`config.mk`:
```
export PLATFORM = sky130hd
export DESIGN_NAME = segment_sort_asc_desc_top
export DESIGN_NICKNAME = d
export VERILOG_FILES = /design/src/rtl/core/ssad_pkg.sv /design/src/rtl/core/ssad_ram.sv /design/src/rtl/core/segment_sort_asc_desc_top.sv
export SDC_FILE = /design/constraint.sdc
export NUM_CORES = 1
export LEC_CHECK = 0
export ABC_AREA = 1
export ABC_CLOCK_PERIOD_IN_PS = 6600
export BUFFER_PORTS_ARGS = -buffer_cell sky130_fd_sc_hd__buf_2
export CORE_MARGIN = 4
export CORE_UTILIZATION = 33
export CTS_BUF_LIST = sky130_fd_sc_hd__clkbuf_8
export CTS_CLUSTER_DIAMETER = 150
export DETAILED_ROUTE_END_ITERATION = 7
export GPL_TIMING_DRIVEN = 0
export HOLD_SLACK_MARGIN = 0.05
export PLACE_DENSITY = 0.46
export SLEW_MARGIN = 25
export SYNTH_ARGS = -nofsm -noshare
export SYNTH_HDL_FRONTEND = slang
export SYNTH_HIERARCHICAL = 1
export SYNTH_SLANG_ARGS = --single-unit
export TNS_END_PERCENT = 50
```
`constraint.sdc`:
```
create_clock -name clk_i -period 6.6 [get_ports clk_i]
set_clock_uncertainty 0.15 [all_clocks]
set_input_delay 1.32 -clock clk_i [delete_from_list [all_inputs] [get_ports clk_i]]
set_output_delay 1.32 -clock clk_i [all_outputs]
set_load 0.02 [all_outputs]
```
`src/rtl/core/ssad_pkg.sv`:
```
// ----------------------------------------------------------------------------
// ssad_pkg
// shared types and constants of the segment sort block
// ----------------------------------------------------------------------------
package ssad_pkg;

  localparam int unsigned VALUE_W    = 25;
  localparam int unsigned BOUND_W    = 7;
  localparam int unsigned POS_W      = 6;
  localparam int unsigned STATUS_W   = 2;
  localparam int unsigned IN_DATA_W  = 40;
  localparam int unsigned OUT_DATA_W = 32;

  typedef logic signed [VALUE_W-1:0] value_t;

  typedef enum logic {
    MODE_APPEND = 1'b0,
    MODE_SORT   = 1'b1
  } mode_e;

  typedef enum logic [STATUS_W-1:0] {
    ST_OK     = 2'd0,
    ST_BOUNDS = 2'd1,
    ST_FULL   = 2'd2
  } status_e;

  typedef enum logic [2:0] {
    S_IDLE,
    S_FIRST,
    S_RUN,
    S_TAIL,
    S_LOAD,
    S_WAIT
  } state_e;

endpackage

```
`src/rtl/core/ssad_ram.sv`:
```
// ----------------------------------------------------------------------------
// ssad_ram
// generic single-write, single-read ram with registered read data
// ----------------------------------------------------------------------------
module ssad_ram #(
  parameter int unsigned WIDTH = 25,
  parameter int unsigned DEPTH = 32
) (
  input  logic                     clk_i,
  input  logic                     we_i,
  input  logic [$clog2(DEPTH)-1:0] waddr_i,
  input  logic [WIDTH-1:0]         wdata_i,
  input  logic [$clog2(DEPTH)-1:0] raddr_i,
  output logic [WIDTH-1:0]         rdata_o
);

  logic [WIDTH-1:0] mem_q [DEPTH];
  logic [WIDTH-1:0] rdata_q;

  always_ff @(posedge clk_i) begin
    if (we_i) begin
      mem_q[waddr_i] <= wdata_i;
    end
    rdata_q <= mem_q[raddr_i];
  end

  assign rdata_o = rdata_q;

endmodule

```
`src/rtl/core/segment_sort_asc_desc_top.sv`:
```
// ----------------------------------------------------------------------------
// segment_sort_asc_desc_top
// element store with in-place segment sort and full-array readout
// ----------------------------------------------------------------------------
//  channel  | dir | tdata (low bit up)                                | tuser  | tlast
//  s_axis   | in  | value[24:0] seg_start[31:25] seg_end[38:32] desc[39] | mode   | -
//  m_axis   | out | element[24:0] position[30:25] zero[31]            | status | last
//
//  append: no result; error results are registered in the output register
//  sort of n = seg_end - seg_start + 1 elements: bubble passes over the segment
//  through the ram's one write port and one read port, then the whole array is
//  emitted, each element read from the ram into the output register
//  a new transfer is taken only when idle and the output register is empty
//  rst_ni clears the element count and control; ram contents are not cleared
// ----------------------------------------------------------------------------
module segment_sort_asc_desc_top #(
  parameter int unsigned DEPTH = 32
) (
  input  logic                                 clk_i,
  input  logic                                 rst_ni,
  // value, seg_start, seg_end, descending
  input  logic [ssad_pkg::IN_DATA_W-1:0]       s_axis_tdata,
  // mode
  input  logic                                 s_axis_tuser,
  input  logic                                 s_axis_tvalid,
  output logic                                 s_axis_tready,
  // element, position
  output logic [ssad_pkg::OUT_DATA_W-1:0]      m_axis_tdata,
  // status
  output logic [ssad_pkg::STATUS_W-1:0]        m_axis_tuser,
  output logic                                 m_axis_tlast,
  output logic                                 m_axis_tvalid,
  input  logic                                 m_axis_tready
);

  localparam int unsigned IW = $clog2(DEPTH);
  localparam int unsigned CW = $clog2(DEPTH + 1);

  ssad_pkg::state_e state_q, state_d;

  logic [CW-1:0] count_q, count_d;
  logic [IW-1:0] lo_q, lo_d;
  logic [IW-1:0] end_q, end_d;
  logic [IW-1:0] j_q, j_d;
  logic          desc_q, desc_d;
  ssad_pkg::value_t carry_q, carry_d;

  logic                     out_valid_q, out_valid_d;
  ssad_pkg::value_t         out_elem_q, out_elem_d;
  logic [ssad_pkg::POS_W-1:0] out_pos_q, out_pos_d;
  logic                     out_last_q, out_last_d;
  ssad_pkg::status_e        out_status_q, out_status_d;

  logic                     ram_we;
  logic [IW-1:0]            ram_waddr;
  ssad_pkg::value_t         ram_wdata;
  logic [IW-1:0]            ram_raddr;
  logic [ssad_pkg::VALUE_W-1:0] ram_rdata;
  ssad_pkg::value_t         rdata_s;

  ssad_pkg::mode_e              in_mode;
  ssad_pkg::value_t             in_value;
  logic [ssad_pkg::BOUND_W-1:0] in_start;
  logic [ssad_pkg::BOUND_W-1:0] in_end;
  logic                         in_desc;
  logic                         in_fire;
  logic                         out_fire;
  logic                         bounds_ok;
  logic                         keep_carry;

  assign in_mode  = ssad_pkg::mode_e'(s_axis_tuser);
  assign in_value = s_axis_tdata[24:0];
  assign in_start = s_axis_tdata[31:25];
  assign in_end   = s_axis_tdata[38:32];
  assign in_desc  = s_axis_tdata[39];

  assign s_axis_tready = (state_q == ssad_pkg::S_IDLE) && !out_valid_q;
  assign in_fire       = s_axis_tvalid && s_axis_tready;
  assign out_fire      = out_valid_q && m_axis_tready;

  assign bounds_ok = (in_start != '0) && (in_start < in_end) &&
                     (in_end <= ssad_pkg::BOUND_W'(count_q));

  assign rdata_s    = ram_rdata;
  assign keep_carry = desc_q ? (carry_q < rdata_s) : (carry_q > rdata_s);

  ssad_ram #(
    .WIDTH (ssad_pkg::VALUE_W),
    .DEPTH (DEPTH)
  ) u_ram (
    .clk_i   (clk_i),
    .we_i    (ram_we),
    .waddr_i (ram_waddr),
    .wdata_i (ram_wdata),
    .raddr_i (ram_raddr),
    .rdata_o (ram_rdata)
  );

  always_comb begin
    state_d      = state_q;
    count_d      = count_q;
    lo_d         = lo_q;
    end_d        = end_q;
    j_d          = j_q;
    desc_d       = desc_q;
    carry_d      = carry_q;
    out_valid_d  = out_valid_q;
    out_elem_d   = out_elem_q;
    out_pos_d    = out_pos_q;
    out_last_d   = out_last_q;
    out_status_d = out_status_q;
    ram_we       = 1'b0;
    ram_waddr    = j_q - IW'(1);
    ram_wdata    = carry_q;
    ram_raddr    = lo_q;

    unique case (state_q)
      ssad_pkg::S_IDLE: begin
        if (in_fire) begin
          if (in_mode == ssad_pkg::MODE_APPEND) begin
            if (count_q == CW'(DEPTH)) begin
              out_valid_d  = 1'b1;
              out_elem_d   = '0;
              out_pos_d    = '0;
              out_last_d   = 1'b1;
              out_status_d = ssad_pkg::ST_FULL;
            end else begin
              ram_we    = 1'b1;
              ram_waddr = IW'(count_q);
              ram_wdata = in_value;
              count_d   = count_q + CW'(1);
            end
          end else if (!bounds_ok) begin
            out_valid_d  = 1'b1;
            out_elem_d   = '0;
            out_pos_d    = '0;
            out_last_d   = 1'b1;
            out_status_d = ssad_pkg::ST_BOUNDS;
          end else begin
            lo_d      = IW'(in_start - ssad_pkg::BOUND_W'(1));
            end_d     = IW'(in_end - ssad_pkg::BOUND_W'(1));
            desc_d    = in_desc;
            ram_raddr = IW'(in_start - ssad_pkg::BOUND_W'(1));
            state_d   = ssad_pkg::S_FIRST;
          end
        end
      end

      ssad_pkg::S_FIRST: begin
        carry_d   = rdata_s;
        ram_raddr = lo_q + IW'(1);
        j_d       = lo_q + IW'(1);
        state_d   = ssad_pkg::S_RUN;
      end

      // carry holds the extreme of lo..j-1, ram data is element j
      ssad_pkg::S_RUN: begin
        ram_we    = 1'b1;
        ram_waddr = j_q - IW'(1);
        if (keep_carry) begin
          ram_wdata = rdata_s;
        end else begin
          ram_wdata = carry_q;
          carry_d   = rdata_s;
        end
        if (j_q == end_q) begin
          state_d = ssad_pkg::S_TAIL;
        end else begin
          ram_raddr = j_q + IW'(1);
          j_d       = j_q + IW'(1);
        end
      end

      ssad_pkg::S_TAIL: begin
        ram_we    = 1'b1;
        ram_waddr = end_q;
        ram_wdata = carry_q;
        if (end_q > lo_q + IW'(1)) begin
          end_d     = end_q - IW'(1);
          ram_raddr = lo_q;
          state_d   = ssad_pkg::S_FIRST;
        end else begin
          ram_raddr = '0;
          j_d       = '0;
          state_d   = ssad_pkg::S_LOAD;
        end
      end

      ssad_pkg::S_LOAD: begin
        out_valid_d  = 1'b1;
        out_elem_d   = rdata_s;
        out_pos_d    = ssad_pkg::POS_W'(j_q);
        out_last_d   = (CW'(j_q) + CW'(1)) == count_q;
        out_status_d = ssad_pkg::ST_OK;
        state_d      = ssad_pkg::S_WAIT;
      end

      ssad_pkg::S_WAIT: begin
        if (out_fire) begin
          out_valid_d = 1'b0;
          if (out_last_q) begin
            state_d = ssad_pkg::S_IDLE;
          end else begin
            ram_raddr = j_q + IW'(1);
            j_d       = j_q + IW'(1);
            state_d   = ssad_pkg::S_LOAD;
          end
        end
      end

      default: begin
        state_d = ssad_pkg::S_IDLE;
      end
    endcase

    // error results leave from idle
    if (state_q == ssad_pkg::S_IDLE && out_fire) begin
      out_valid_d = 1'b0;
    end
  end

  always_ff @(posedge clk_i or negedge rst_ni) begin
    if (!rst_ni) begin
      state_q     <= ssad_pkg::S_IDLE;
      count_q     <= '0;
      out_valid_q <= 1'b0;
    end else begin
      state_q     <= state_d;
      count_q     <= count_d;
      out_valid_q <= out_valid_d;
    end
  end

  always_ff @(posedge clk_i) begin
    lo_q         <= lo_d;
    end_q        <= end_d;
    j_q          <= j_d;
    desc_q       <= desc_d;
    carry_q      <= carry_d;
    out_elem_q   <= out_elem_d;
    out_pos_q    <= out_pos_d;
    out_last_q   <= out_last_d;
    out_status_q <= out_status_d;
  end

  assign m_axis_tvalid = out_valid_q;
  assign m_axis_tdata  = {1'b0, out_pos_q, out_elem_q};
  assign m_axis_tuser  = out_status_q;
  assign m_axis_tlast  = out_last_q;

endmodule

```
==> results_dict.tcl <==
set metrics [dict create \
    yosys.area_share.simple 0.229 \
    final_nets 3987 \
    die_area_um2 126000 \
    yosysWarnings 6 \
    crit_path_max_incr_delay_ns 0.71 \
    cp.required_ns 7.20 \
    grt_pass1_wl_um 182000 \
    utilization 0.391 \
    crit_top_cell "nand2_1" \
    io_pins 82 \
    dr.pass1.iters 5 \
    syn_area_um2 39600 \
    busiest_layer "met2" \
    hold_path_class "in2async" \
    final_common_cell "nand2_1" \
    cp-end-kind "flop" \
    totalWireLength_um 125000 \
    cts_buffers 159 \
    max_freq_mhz 199 \
    synthXorXnorAreaFrac 0.00508 \
    cp.arrival_ns 5.64 \
    drv_slew 0 \
    vias 27142 \
    initial_core_util 0.334 \
    grt_overflow 0 \
    antenna_found_initial 3 \
    path_clk_slew_ns 0.06 \
    rows 126 \
    drtIter0Drc 2267 \
    hpwlAfterDp_um 88200 \
    synth_top_family_by_area "simple AND/OR/NAND/NOR gates" \
    io_buffer_count 79 \
    syn_avg_cell_area_um2 11.0 \
    worst-setup-path-type "in2reg" \
    synth_compound_area_frac 0.0152 \
    fin_tns_setup_ns 0 \
    crit_slowest_cell "inv_1" \
    status "completed" \
    period_needed_ns 5.04 \
    grtUsageTotal 0.198 \
    use_met1 0.276 \
    die_x_um 355 \
    gp_congestion 0.954 \
    drv_cap 0 \
    critPathMaxFanout 10 \
    mostFrequentLayoutCells "nand2_1 (1,286), edfxtp_1 (874), nand3_1 (696)" \
    coreArea_um2 119000 \
    viasPerCell 4.83 \
    period_share 0.763 \
    netlist_instances 3603 \
    fillCellCount 11663 \
    grt_max_degree 34 \
    slew_headroom 0.233 \
    setup_viol 0 \
    critPathLaunchType "input pin" \
    clockBufferDepth 3 \
    htreeDepth 4 \
    cts_tree "done" \
    root_buffer "clkbuf_8" \
    drive_gt1_frac 0.137 \
    area_growth_pct 17.1 \
    rsz0062_at_grt "false" \
    use_met3 0.0351 \
    worstPathCellList "buf_2, inv_1, ha_1, a21oi_1, nand2_1, nand4_1, nand3_1, nor2_1, and2_0, clkbuf_1, nand2_2, nand2_1, nand2_1, nand2_1, nand3_1, inv_1, clkbuf_1, nand3_1, nand2_1, nand2_1, nand2_1, nand2_1, nand2_1" \
    met2_usage 0.311 \
    post_cts_resized 0 \
    hold_viol 0 \
    synthAdderAreaFrac 0.0158 \
    drt_drc_violations_left 0 \
    synthMuxAreaShare 0.00556 \
    clk_latency_ns 0.86 \
    worst_slew_pin_slew_ns 1.15 \
    final_antenna_net_count 0 \
    ys_ff_latch 909 \
    synth_cell_types 45 \
    ys_seq_area_frac 0.681 \
    cts_sinks 909 \
    grt_pass1_vias 26336 \
    post-cts-setup-buffers 0 \
    die_h_um 355 \
    routedWlPerCell_um 22.2 \
    cts_hold_buf 0 \
]
metal layers:
layer / part of all wire / vias up
met2: 0.45 / 768
met5: 0 / -
met3: 0.056 / 166
li1: - / 13071
met1: 0.46 / 13137
met4: 0.032 / 0
Yosys cell counts (all sizes together):
master	n	area share
edfxtp	874	0.66
conb	1	0.000095
a31oi	2	0.00032
xor2	18	0.0040
nand4	10	0.0016
a21o	2	0.00038
o21ai	39	0.0049
buf	161	0.031
clkbuf	39	0.0037
clkinv	1	0.000095
mux2i	22	0.0056
o22ai	11	0.0017
dfrtp	10	0.0063
xnor2	5	0.0011
nor4	2	0.00032
inv	139	0.013
dfxtp	25	0.013
nand2	1290	0.12
a211oi	3	0.00057
ha	50	0.016
nor3	7	0.0010
o221ai	1	0.00022
nand3	704	0.090
o2111ai	1	0.00022
nand3b	3	0.00057
a21oi	48	0.0061
nor3b	1	0.00019
o211ai	4	0.00076
or2	1	0.00016
and2	1	0.00016
nor2	128	0.013
sequential cells by signal, summed over array words and instances (netlist names):
signal,count
carry_q,25
count_q,6
desc_q,1
end_q,5
j_q,5
lo_q,5
m_axis_tlast,1
m_axis_tuser,2
m_axis_tvalid,1
out_elem_q,25
out_pos_q,5
state_q,3
u_ram/mem_q,800
u_ram/rdata_o,25
final timing paths:
| path | slack (ns) | startpoint | end | depth (start not counted) |
|---|---|---|---|---|
| hold reg to reg | 0.29 | u_ram/rdata_o[24] | carry_q[24] | 0 |
| setup / recovery | 1.56 | s_axis_tdata[34] | u_ram/rdata_o[10] | 23 |
| min in group clk_i | 0.29 | u_ram/rdata_o[24] | carry_q[24] | 0 |
| setup reg to reg | 1.69 | count_q[1] | u_ram/rdata_o[10] | 22 |
| max in group asynchronous | 5.89 | rst_ni | m_axis_tvalid | 1 |
| hold / removal | 0.19 | rst_ni | count_q[5] | 1 |
stage by stage:
step           worst slack [ns]  cells  hold WS [ns]  instance area (um2)
6_report                   1.56   5614         0.188                46400
5_1_grt                    1.29   5612         0.138                46400
4_1_cts                    1.63   5611        0.0939                46400
3_5_place_dp              0.690   5331         0.279                43500
3_3_place_gp              0.212   5283         0.266                42000
2_1_floorplan              2.30   3604         0.258                39600
cell type report:
cell class | instances | area, um2 | area share
flip-flops and latches | 909 | 27000 | 0.582
inverters | 140 | 533 | 0.0115
plain buffers | 200 | 1370 | 0.0295
multi-input cells | 2355 | 11000 | 0.237
well taps | 1600 | 2000 | 0.0432
repair buffers | 127 | 1610 | 0.0346
clock inverters | 119 | 652 | 0.0141
diodes | 3 | 7.51 | 0.000162
clock buffers | 161 | 2220 | 0.0478
kinds of logic (layout without fill, tap and decap cells):
logic type	Yosys count	after routing
AND/OR/NAND/NOR	2147	2147
flip-flops	909	909
buffers and inverters	340	747
AO/OA/AOI/OAI	111	111
adder cells (fa/ha/maj)	50	50
XOR/XNOR	23	23
multiplexers	22	22
other	1	5
worst max-delay path, delay by kind of cell:
family                   cells  cell delay [ns]
buffers and inverters        5             1.62
adder cells (fa/ha/maj)      1             0.29
AO/OA/AOI/OAI                1             0.15
AND/OR/NAND/NOR             16             2.24
Power is not shown: default switching activity piles up to over one toggle a cycle in this logic, so the estimate is an artifact.
